## src/rtl/psp_pkg.sv

```systemverilog
// ----------------------------------------------------------------------------
// psp_pkg
// Shared types and constants of the PSG register-dump stream parser.
// ----------------------------------------------------------------------------
package psp_pkg;

   // header length of a dump file in bytes
   localparam int HEADER_BYTES = 16;

   // position counter runs 0 .. HEADER_BYTES+1
   localparam int HDR_POS_W = $clog2(HEADER_BYTES + 2);
   localparam logic [HDR_POS_W-1:0] HDR_LAST = HDR_POS_W'(HEADER_BYTES);
   localparam logic [HDR_POS_W-1:0] HDR_BODY = HDR_POS_W'(HEADER_BYTES + 1);

   // command bytes
   localparam logic [7:0] CMD_LONG_PAUSE = 8'hFE;
   localparam logic [7:0] CMD_TICK       = 8'hFF;
   localparam logic [7:0] REG_COUNT      = 8'd16;

   // result kinds
   localparam logic KIND_WRITE = 1'b0;
   localparam logic KIND_PAUSE = 1'b1;

   typedef enum logic [1:0] {
      MODE_CMD   = 2'd0,
      MODE_VALUE = 2'd1,
      MODE_PAUSE = 2'd2,
      MODE_SKIP  = 2'd3
   } psp_mode_type;

   typedef struct packed {
      logic [7:0] data_byte;
      logic       first_of_file;
   } psp_req_type;

   typedef struct packed {
      logic        kind;
      logic [7:0]  chip;
      logic [3:0]  reg_index;
      logic [7:0]  reg_value;
      logic [9:0]  pause_ticks;
      logic [31:0] total_ticks;
   } psp_rsp_type;

   typedef struct packed {
      logic [HDR_POS_W-1:0] hdr_pos;
      psp_mode_type         mode;
      logic [3:0]           pend_reg;
      logic [31:0]          ticks;
   } psp_state_type;

   typedef struct packed {
      logic        emit;
      psp_rsp_type rsp;
   } psp_step_type;

endpackage

```

## src/rtl/psp_stream_parser.sv

```systemverilog
// ----------------------------------------------------------------------------
// psg_stream_parser
// Parses a PSG register dump byte stream into register writes and pauses.
// ----------------------------------------------------------------------------
//  channel   direction  handshake               payload
//  req_      in         req_valid / req_stall   psp_req_type (byte, file start)
//  rsp_      out        rsp_valid / rsp_stall   psp_rsp_type (write or pause)
//  csr_      in         csr_wr_en               csr_wr_data (chip number)
//
// one byte per cycle while req_stall is low; a result appears in the cycle
// after its byte is accepted. the parse step is a single combinational pass
// between the parser state registers and the result register.
// synchronous reset clears the parser state and chip number; no result valid.
// req_stall is high only while a held result is stalled downstream.
// ----------------------------------------------------------------------------
module psg_stream_parser (
   input  logic                 clock,
   input  logic                 reset,
   input  logic                 req_valid,
   output logic                 req_stall,
   input  psp_pkg::psp_req_type req_data,
   output logic                 rsp_valid,
   input  logic                 rsp_stall,
   output psp_pkg::psp_rsp_type rsp_data,
   input  logic                 csr_wr_en,
   input  logic [7:0]           csr_wr_data
);

   logic                   chip_id_ff;
   logic [7:0]             chip_ff;
   psp_pkg::psp_state_type state_ff, state_in;
   psp_pkg::psp_step_type  step;
   logic                   rsp_valid_ff, rsp_valid_in;
   psp_pkg::psp_rsp_type   rsp_data_ff, rsp_data_in;
   logic                   req_accept;
   logic                   rsp_free;

   // output register free when empty or being taken
   assign rsp_free   = !rsp_valid_ff || !rsp_stall;
   assign req_stall  = !rsp_free;
   assign req_accept = req_valid && rsp_free;

   // chip number register
   always_ff @(posedge clock) begin
      if (reset) begin
         chip_ff    <= '0;
         chip_id_ff <= 1'b0;
      end else if (csr_wr_en) begin
         chip_ff    <= csr_wr_data;
         chip_id_ff <= 1'b1;
      end
   end

   psp_decode u_decode (
      .cur_state  (state_ff),
      .req        (req_data),
      .chip_id    (chip_ff),
      .next_state (state_in),
      .step       (step)
   );

   // parser state
   always_ff @(posedge clock) begin
      if (reset) begin
         state_ff.hdr_pos  <= '0;
         state_ff.mode     <= psp_pkg::MODE_CMD;
         state_ff.pend_reg <= '0;
         state_ff.ticks    <= '0;
      end else if (req_accept) begin
         state_ff <= state_in;
      end
   end

   // result register next value
   always_comb begin
      rsp_valid_in = rsp_valid_ff && rsp_stall;
      rsp_data_in  = rsp_data_ff;
      if (req_accept) begin
         rsp_valid_in = step.emit;
         rsp_data_in  = step.rsp;
      end
   end

   always_ff @(posedge clock) begin
      if (reset) begin
         rsp_valid_ff <= 1'b0;
      end else begin
         rsp_valid_ff <= rsp_valid_in;
      end
   end

   always_ff @(posedge clock) begin
      rsp_data_ff <= rsp_data_in;
   end

   assign rsp_valid = rsp_valid_ff;
   assign rsp_data  = rsp_data_ff;

   // a file start byte is always a header byte and gives no result
   assert property (@(posedge clock) disable iff (reset)
      (req_accept && req_data.first_of_file) |=> !rsp_valid_ff)
      else $error("result produced for a file start byte");

   // pause results carry a nonzero count and no register fields
   assert property (@(posedge clock) disable iff (reset)
      (rsp_valid_ff && rsp_data_ff.kind == psp_pkg::KIND_PAUSE) |->
      (rsp_data_ff.pause_ticks != 10'd0 && rsp_data_ff.reg_index == 4'd0 &&
       rsp_data_ff.reg_value == 8'd0))
      else $error("malformed pause result");

   // tick total never decreases within a file
   assert property (@(posedge clock) disable iff (reset)
      (req_accept && !req_data.first_of_file) |=> (state_ff.ticks >= $past(state_ff.ticks)))
      else $error("tick total went backwards");

   // a written chip number shows on the next result word
   assert property (@(posedge clock) disable iff (reset)
      (chip_id_ff && rsp_valid_ff && req_accept && step.emit) |=>
      (rsp_data_ff.chip == $past(chip_ff)))
      else $error("result chip number mismatch");

   // parser state holds when no byte is accepted
   assert property (@(posedge clock) disable iff (reset)
      !req_accept |=> $stable(state_ff))
      else $error("parser state changed without a byte");

endmodule

```

## src/rtl/psp_decode.sv

```systemverilog
// ----------------------------------------------------------------------------
// psp_decode
// Per-byte parse step: next parser state and the optional result word.
// ----------------------------------------------------------------------------
module psp_decode (
   input  psp_pkg::psp_state_type cur_state,
   input  psp_pkg::psp_req_type   req,
   input  logic [7:0]             chip_id,
   output psp_pkg::psp_state_type next_state,
   output psp_pkg::psp_step_type  step
);

   psp_pkg::psp_state_type st;
   logic [7:0]  b;
   logic        add_en;
   logic [9:0]  add_ticks;
   logic [32:0] tick_sum;
   logic [31:0] tick_sat;
   logic        parse_en;

   assign b = req.data_byte;

   // restart clears the parser before the byte is handled
   always_comb begin
      if (req.first_of_file) begin
         st.hdr_pos  = '0;
         st.mode     = psp_pkg::MODE_CMD;
         st.pend_reg = '0;
         st.ticks    = '0;
      end else begin
         st = cur_state;
      end
   end

   // header skip and body parse
   always_comb begin
      next_state = st;
      parse_en   = 1'b0;
      add_en     = 1'b0;
      add_ticks  = '0;
      step.emit  = 1'b0;
      step.rsp.kind        = psp_pkg::KIND_WRITE;
      step.rsp.chip        = chip_id;
      step.rsp.reg_index   = '0;
      step.rsp.reg_value   = '0;
      step.rsp.pause_ticks = '0;
      step.rsp.total_ticks = st.ticks;

      if (st.hdr_pos < psp_pkg::HDR_LAST) begin
         next_state.hdr_pos = st.hdr_pos + 1'b1;
      end else if (st.hdr_pos == psp_pkg::HDR_LAST) begin
         next_state.hdr_pos = psp_pkg::HDR_BODY;
         parse_en = !(b == psp_pkg::CMD_LONG_PAUSE || b == psp_pkg::CMD_TICK);
      end else begin
         parse_en = 1'b1;
      end

      if (parse_en) begin
         unique case (st.mode)
            psp_pkg::MODE_VALUE: begin
               next_state.mode    = psp_pkg::MODE_CMD;
               step.emit          = 1'b1;
               step.rsp.reg_index = st.pend_reg;
               step.rsp.reg_value = b;
            end
            psp_pkg::MODE_PAUSE: begin
               next_state.mode = psp_pkg::MODE_CMD;
               if (b != 8'd0) begin
                  add_en    = 1'b1;
                  add_ticks = {b, 2'b00};
                  step.emit = 1'b1;
                  step.rsp.kind        = psp_pkg::KIND_PAUSE;
                  step.rsp.pause_ticks = add_ticks;
               end
            end
            psp_pkg::MODE_SKIP: begin
               next_state.mode = psp_pkg::MODE_CMD;
            end
            default: begin
               if (b == psp_pkg::CMD_TICK) begin
                  add_en    = 1'b1;
                  add_ticks = 10'd1;
                  step.emit = 1'b1;
                  step.rsp.kind        = psp_pkg::KIND_PAUSE;
                  step.rsp.pause_ticks = add_ticks;
               end else if (b == psp_pkg::CMD_LONG_PAUSE) begin
                  next_state.mode = psp_pkg::MODE_PAUSE;
               end else if (b < psp_pkg::REG_COUNT) begin
                  next_state.pend_reg = b[3:0];
                  next_state.mode     = psp_pkg::MODE_VALUE;
               end else begin
                  next_state.mode = psp_pkg::MODE_SKIP;
               end
            end
         endcase
      end

      // saturating tick total
      tick_sum = {1'b0, st.ticks} + {23'b0, add_ticks};
      tick_sat = tick_sum[32] ? 32'hFFFF_FFFF : tick_sum[31:0];

      if (add_en) begin
         next_state.ticks     = tick_sat;
         step.rsp.total_ticks = tick_sat;
      end
   end

endmodule

```

## config.mk

```make
export PLATFORM = sky130hd
export DESIGN_NAME = psg_stream_parser
export DESIGN_NICKNAME = d
export VERILOG_FILES = /design/src/rtl/psp_pkg.sv /design/src/rtl/psp_stream_parser.sv /design/src/rtl/psp_decode.sv
export SDC_FILE = /design/constraint.sdc
export NUM_CORES = 1
export LEC_CHECK = 0
export BUFFER_PORTS_ARGS = -buffer_cell sky130_fd_sc_hd__buf_2
export CORE_UTILIZATION = 60
export DETAILED_ROUTE_END_ITERATION = 8
export PLACE_DENSITY = 0.83
export SYNTH_ARGS = -nofsm -noshare
export SYNTH_HDL_FRONTEND = slang
export SYNTH_HIERARCHICAL = 1
export SYNTH_SLANG_ARGS = --single-unit
```

## constraint.sdc

```tcl
create_clock -name clock -period 8.4 [get_ports clock]
set_input_delay 2.1 -clock clock [delete_from_list [all_inputs] [get_ports clock]]
set_output_delay 2.1 -clock clock [all_outputs]
set_load 0.03 [all_outputs]
```

==> out/metrics.yaml <==
status: "finished clean"
placed_area_sq_um: 6628
cp.arrival_ps: 7050
synth_warnings: 6
dr.pass1.iters: 5
grt_overflow: 0
ant_nets: 0
path_class: "in2reg"
synth_mux_area_frac: 0.08967
fin_setup_tns_ps: 0
synthSimpleGateAreaFrac: 0.2586
fillers: 769
die_x_um: 106.1
gp_congestion: 0.9655
clkLatencyLatePin_ps: 520
grt_util_met3: 0.05579
grt_pass1_vias: 4664
required_ps: 8850
final_cell_mix: "nand2b_1, buf_2, edfxtp_1"
io_pins: 87
cts-root-buf: "clkbuf_8"
maxSlewViolCount: 0
grt_setup_unrepaired: "false"
ir_drop_mv: 0.1268
whs_endpoint: "rsp_data[57]"
path_max_fanout: 18
cp-start-kind: "primary input"
grt_max_degree: 96
drcViolationCount: 0
syn_avg_cell_area_sq_um: 10.07
synth_nets: 680
synth_top_family_by_area: "simple AND/OR/NAND/NOR gates"
r2r_start: "state_ff[38]"
relSlewSlack: 0.2003
postLayoutCellArea_sq_um: 7224
whs_path_depth: 0
yosysTopAreaCell: "edfxtp_1"
cts_setup_buffers: 0
critPathCaptureType: "flip-flop"
fmax_mhz: 151.5
drt-total-wl_um: 13740
async_reset_ff_frac: 0
postCtsResizedCells: 0
synth_area_leaders: "edfxtp_1, dfxtp_1, nand2b_1"
synth_top_area_frac: 0.2909
cts_tree: "yes"
die-area_sq_um: 11260
antenna_found_initial: 0
layout-drive-gt1-share: 0.1983
hold_viol: 0
wl_per_cell_um: 16.52
grt_pass1_wl_um: 22530
area_delta_synth_final_pct: 11.10
hold_start: "chip_ff[3]"
fin_crit_ps: 6601
synth_edf_count: 63
ys_seq_area_frac: 0.4510
ctsHoldBuffers: 0
synth_seq_cells: 115
nets: 717
hold_class: "reg2reg"
reg2reg_to: "state_ff[25]"
track_usage: 0.2562
portBuffers: 86
antenna_cells: 0
synth_cells: 646
viasPerCell: 5.840
met1_usage: 0.3200
worst-slew-pin-transition_ps: 1200
setup_violations: 0
synth-adder-area-share: 0.02309
synth_compound_area_frac: 0.07273
htree_num_levels: 4
hpwl_um: 9051
rows: 37
start_util: 0.6243
p_per_area_nw_per_um2: 198.5
finalCritPeriodShare: 0.7858
use_met2: 0.4272
synth_area_sq_um: 6502
total_leakage_power_uw: 0.002847
cap_violations: 0
clock-sinks: 115
drt_iter0_drc: 458
path_clk_slew_ps: 60
yosysUniqueCellTypes: 59
final_common_cell: "nand2b_1"
fp.dieH_um: 106.1
clockBufferDepth: 2
reg2reg_slack_ps: 3630
coreArea_sq_um: 10420
ff2ff_path_depth: 16
synth_ff_type: "edfxtp_1"
fin_skew_ps: 9.775
top_usage_layer: "met2"
cts_buffers: 17
via_count: 4859
synth_xor_area_frac: 0.02020
[final cells by class]
class	count	area, sq um	share of cell area
multi-input combinational	450	3030	0.4195
clock inverter	15	182.7	0.02529
clock buffer	17	414.1	0.05733
tap	136	170.2	0.02355
inverter	9	33.78	0.004676
timing repair buffer	90	460.4	0.06373
sequential	115	2933	0.4060
[critical path, stage by stage]
cell      delay, ps
buf_2           100
clkinv_1        430
nand2_1         240
ha_1            180
or3b_2          490
o31ai_1         560
nor3_1          220
and2_1          250
ha_1            400
o21ai_0         160
o21ai_0         270
a31oi_2         260
nor4_1          860
a41oi_1         100
o21ai_0         200
nand2b_1         90
mux2i_1         130
[flip-flops by register name, summed over array words and instances, names as in the netlist]
register and flops:
rsp_data 63, chip_ff 8, rsp_valid 1, state_ff 43
[worst max-delay path by stage]
stage	start	to	slack [ps]
after detailed placement	req_data[0]	state_ff[25]	1500
after floorplan	req_data[0]	rsp_data[20]	1980
after CTS	req_data[0]	state_ff[25]	2000
after global placement	req_data[0]	state_ff[25]	1700
after global routing	req_data[0]	state_ff[25]	1450
final	req_data[0]	state_ff[25]	1800
[cells in the mapped netlist (3+ instances only)]
cell / instances
buf_2: 4
nor2_1: 45
a211oi_1: 3
nor2b_1: 23
nand4b_1: 4
inv_1: 8
a311o_1: 3
buf_4: 42
ha_1: 12
nand4_1: 3
edfxtp_1: 63
dfxtp_1: 52
or2_2: 4
o21ai_0: 18
clkbuf_1: 20
a21oi_1: 18
xnor2_1: 11
and2_1: 19
and4_1: 4
nor3_1: 11
nand3_1: 17
or4_1: 4
and3_1: 7
nand2b_1: 90
nor4_1: 9
nand2_1: 41
mux2i_1: 56
xor2_1: 4
buf_12: 4
a41oi_1: 3
a31oi_1: 5
[power breakdown]
group          leakage [uW]  internal (uW)  switching (uW)  total (uW)
clock              0.000281            453             266         719
sequential          0.00103            611            5.96         617
combinational       0.00153           30.9            66.9        97.8
[metrics by stage]
step	std cells	hold slack (ps)	setup slack [ps]	util	total power [uW]
after global placement	800	409.0	1695	0.6363	724.2
after detailed placement	800	418.9	1497	0.6363	726.7
after global routing	832	444.8	1450	0.6936	1474
final	832	432.3	1799	0.6936	1434
after CTS	832	433.8	1998	0.6936	1445
after floorplan	646	444.1	1980	-	704.5
[cell families (layout without fill, tap and decap cells)]
logic type	Yosys count	in the layout
xor+xnor	15	15
mux	58	58
fa+ha+maj	12	12
flops	115	115
simple gates	295	295
other cells	1	1
buf+inv	81	131
compound gates	69	69
[per-layer routing]
| metal | vias to the layer above | wire [um] |
|---|---|---|
| met5 | - | 0 |
| met4 | 0 | 395 |
| met3 | 39 | 834 |
| met2 | 215 | 6872 |
| met1 | 2302 | 5638 |
| li1 | 2303 | - |
No activity file was read; power rests on OpenSTA's default activity.
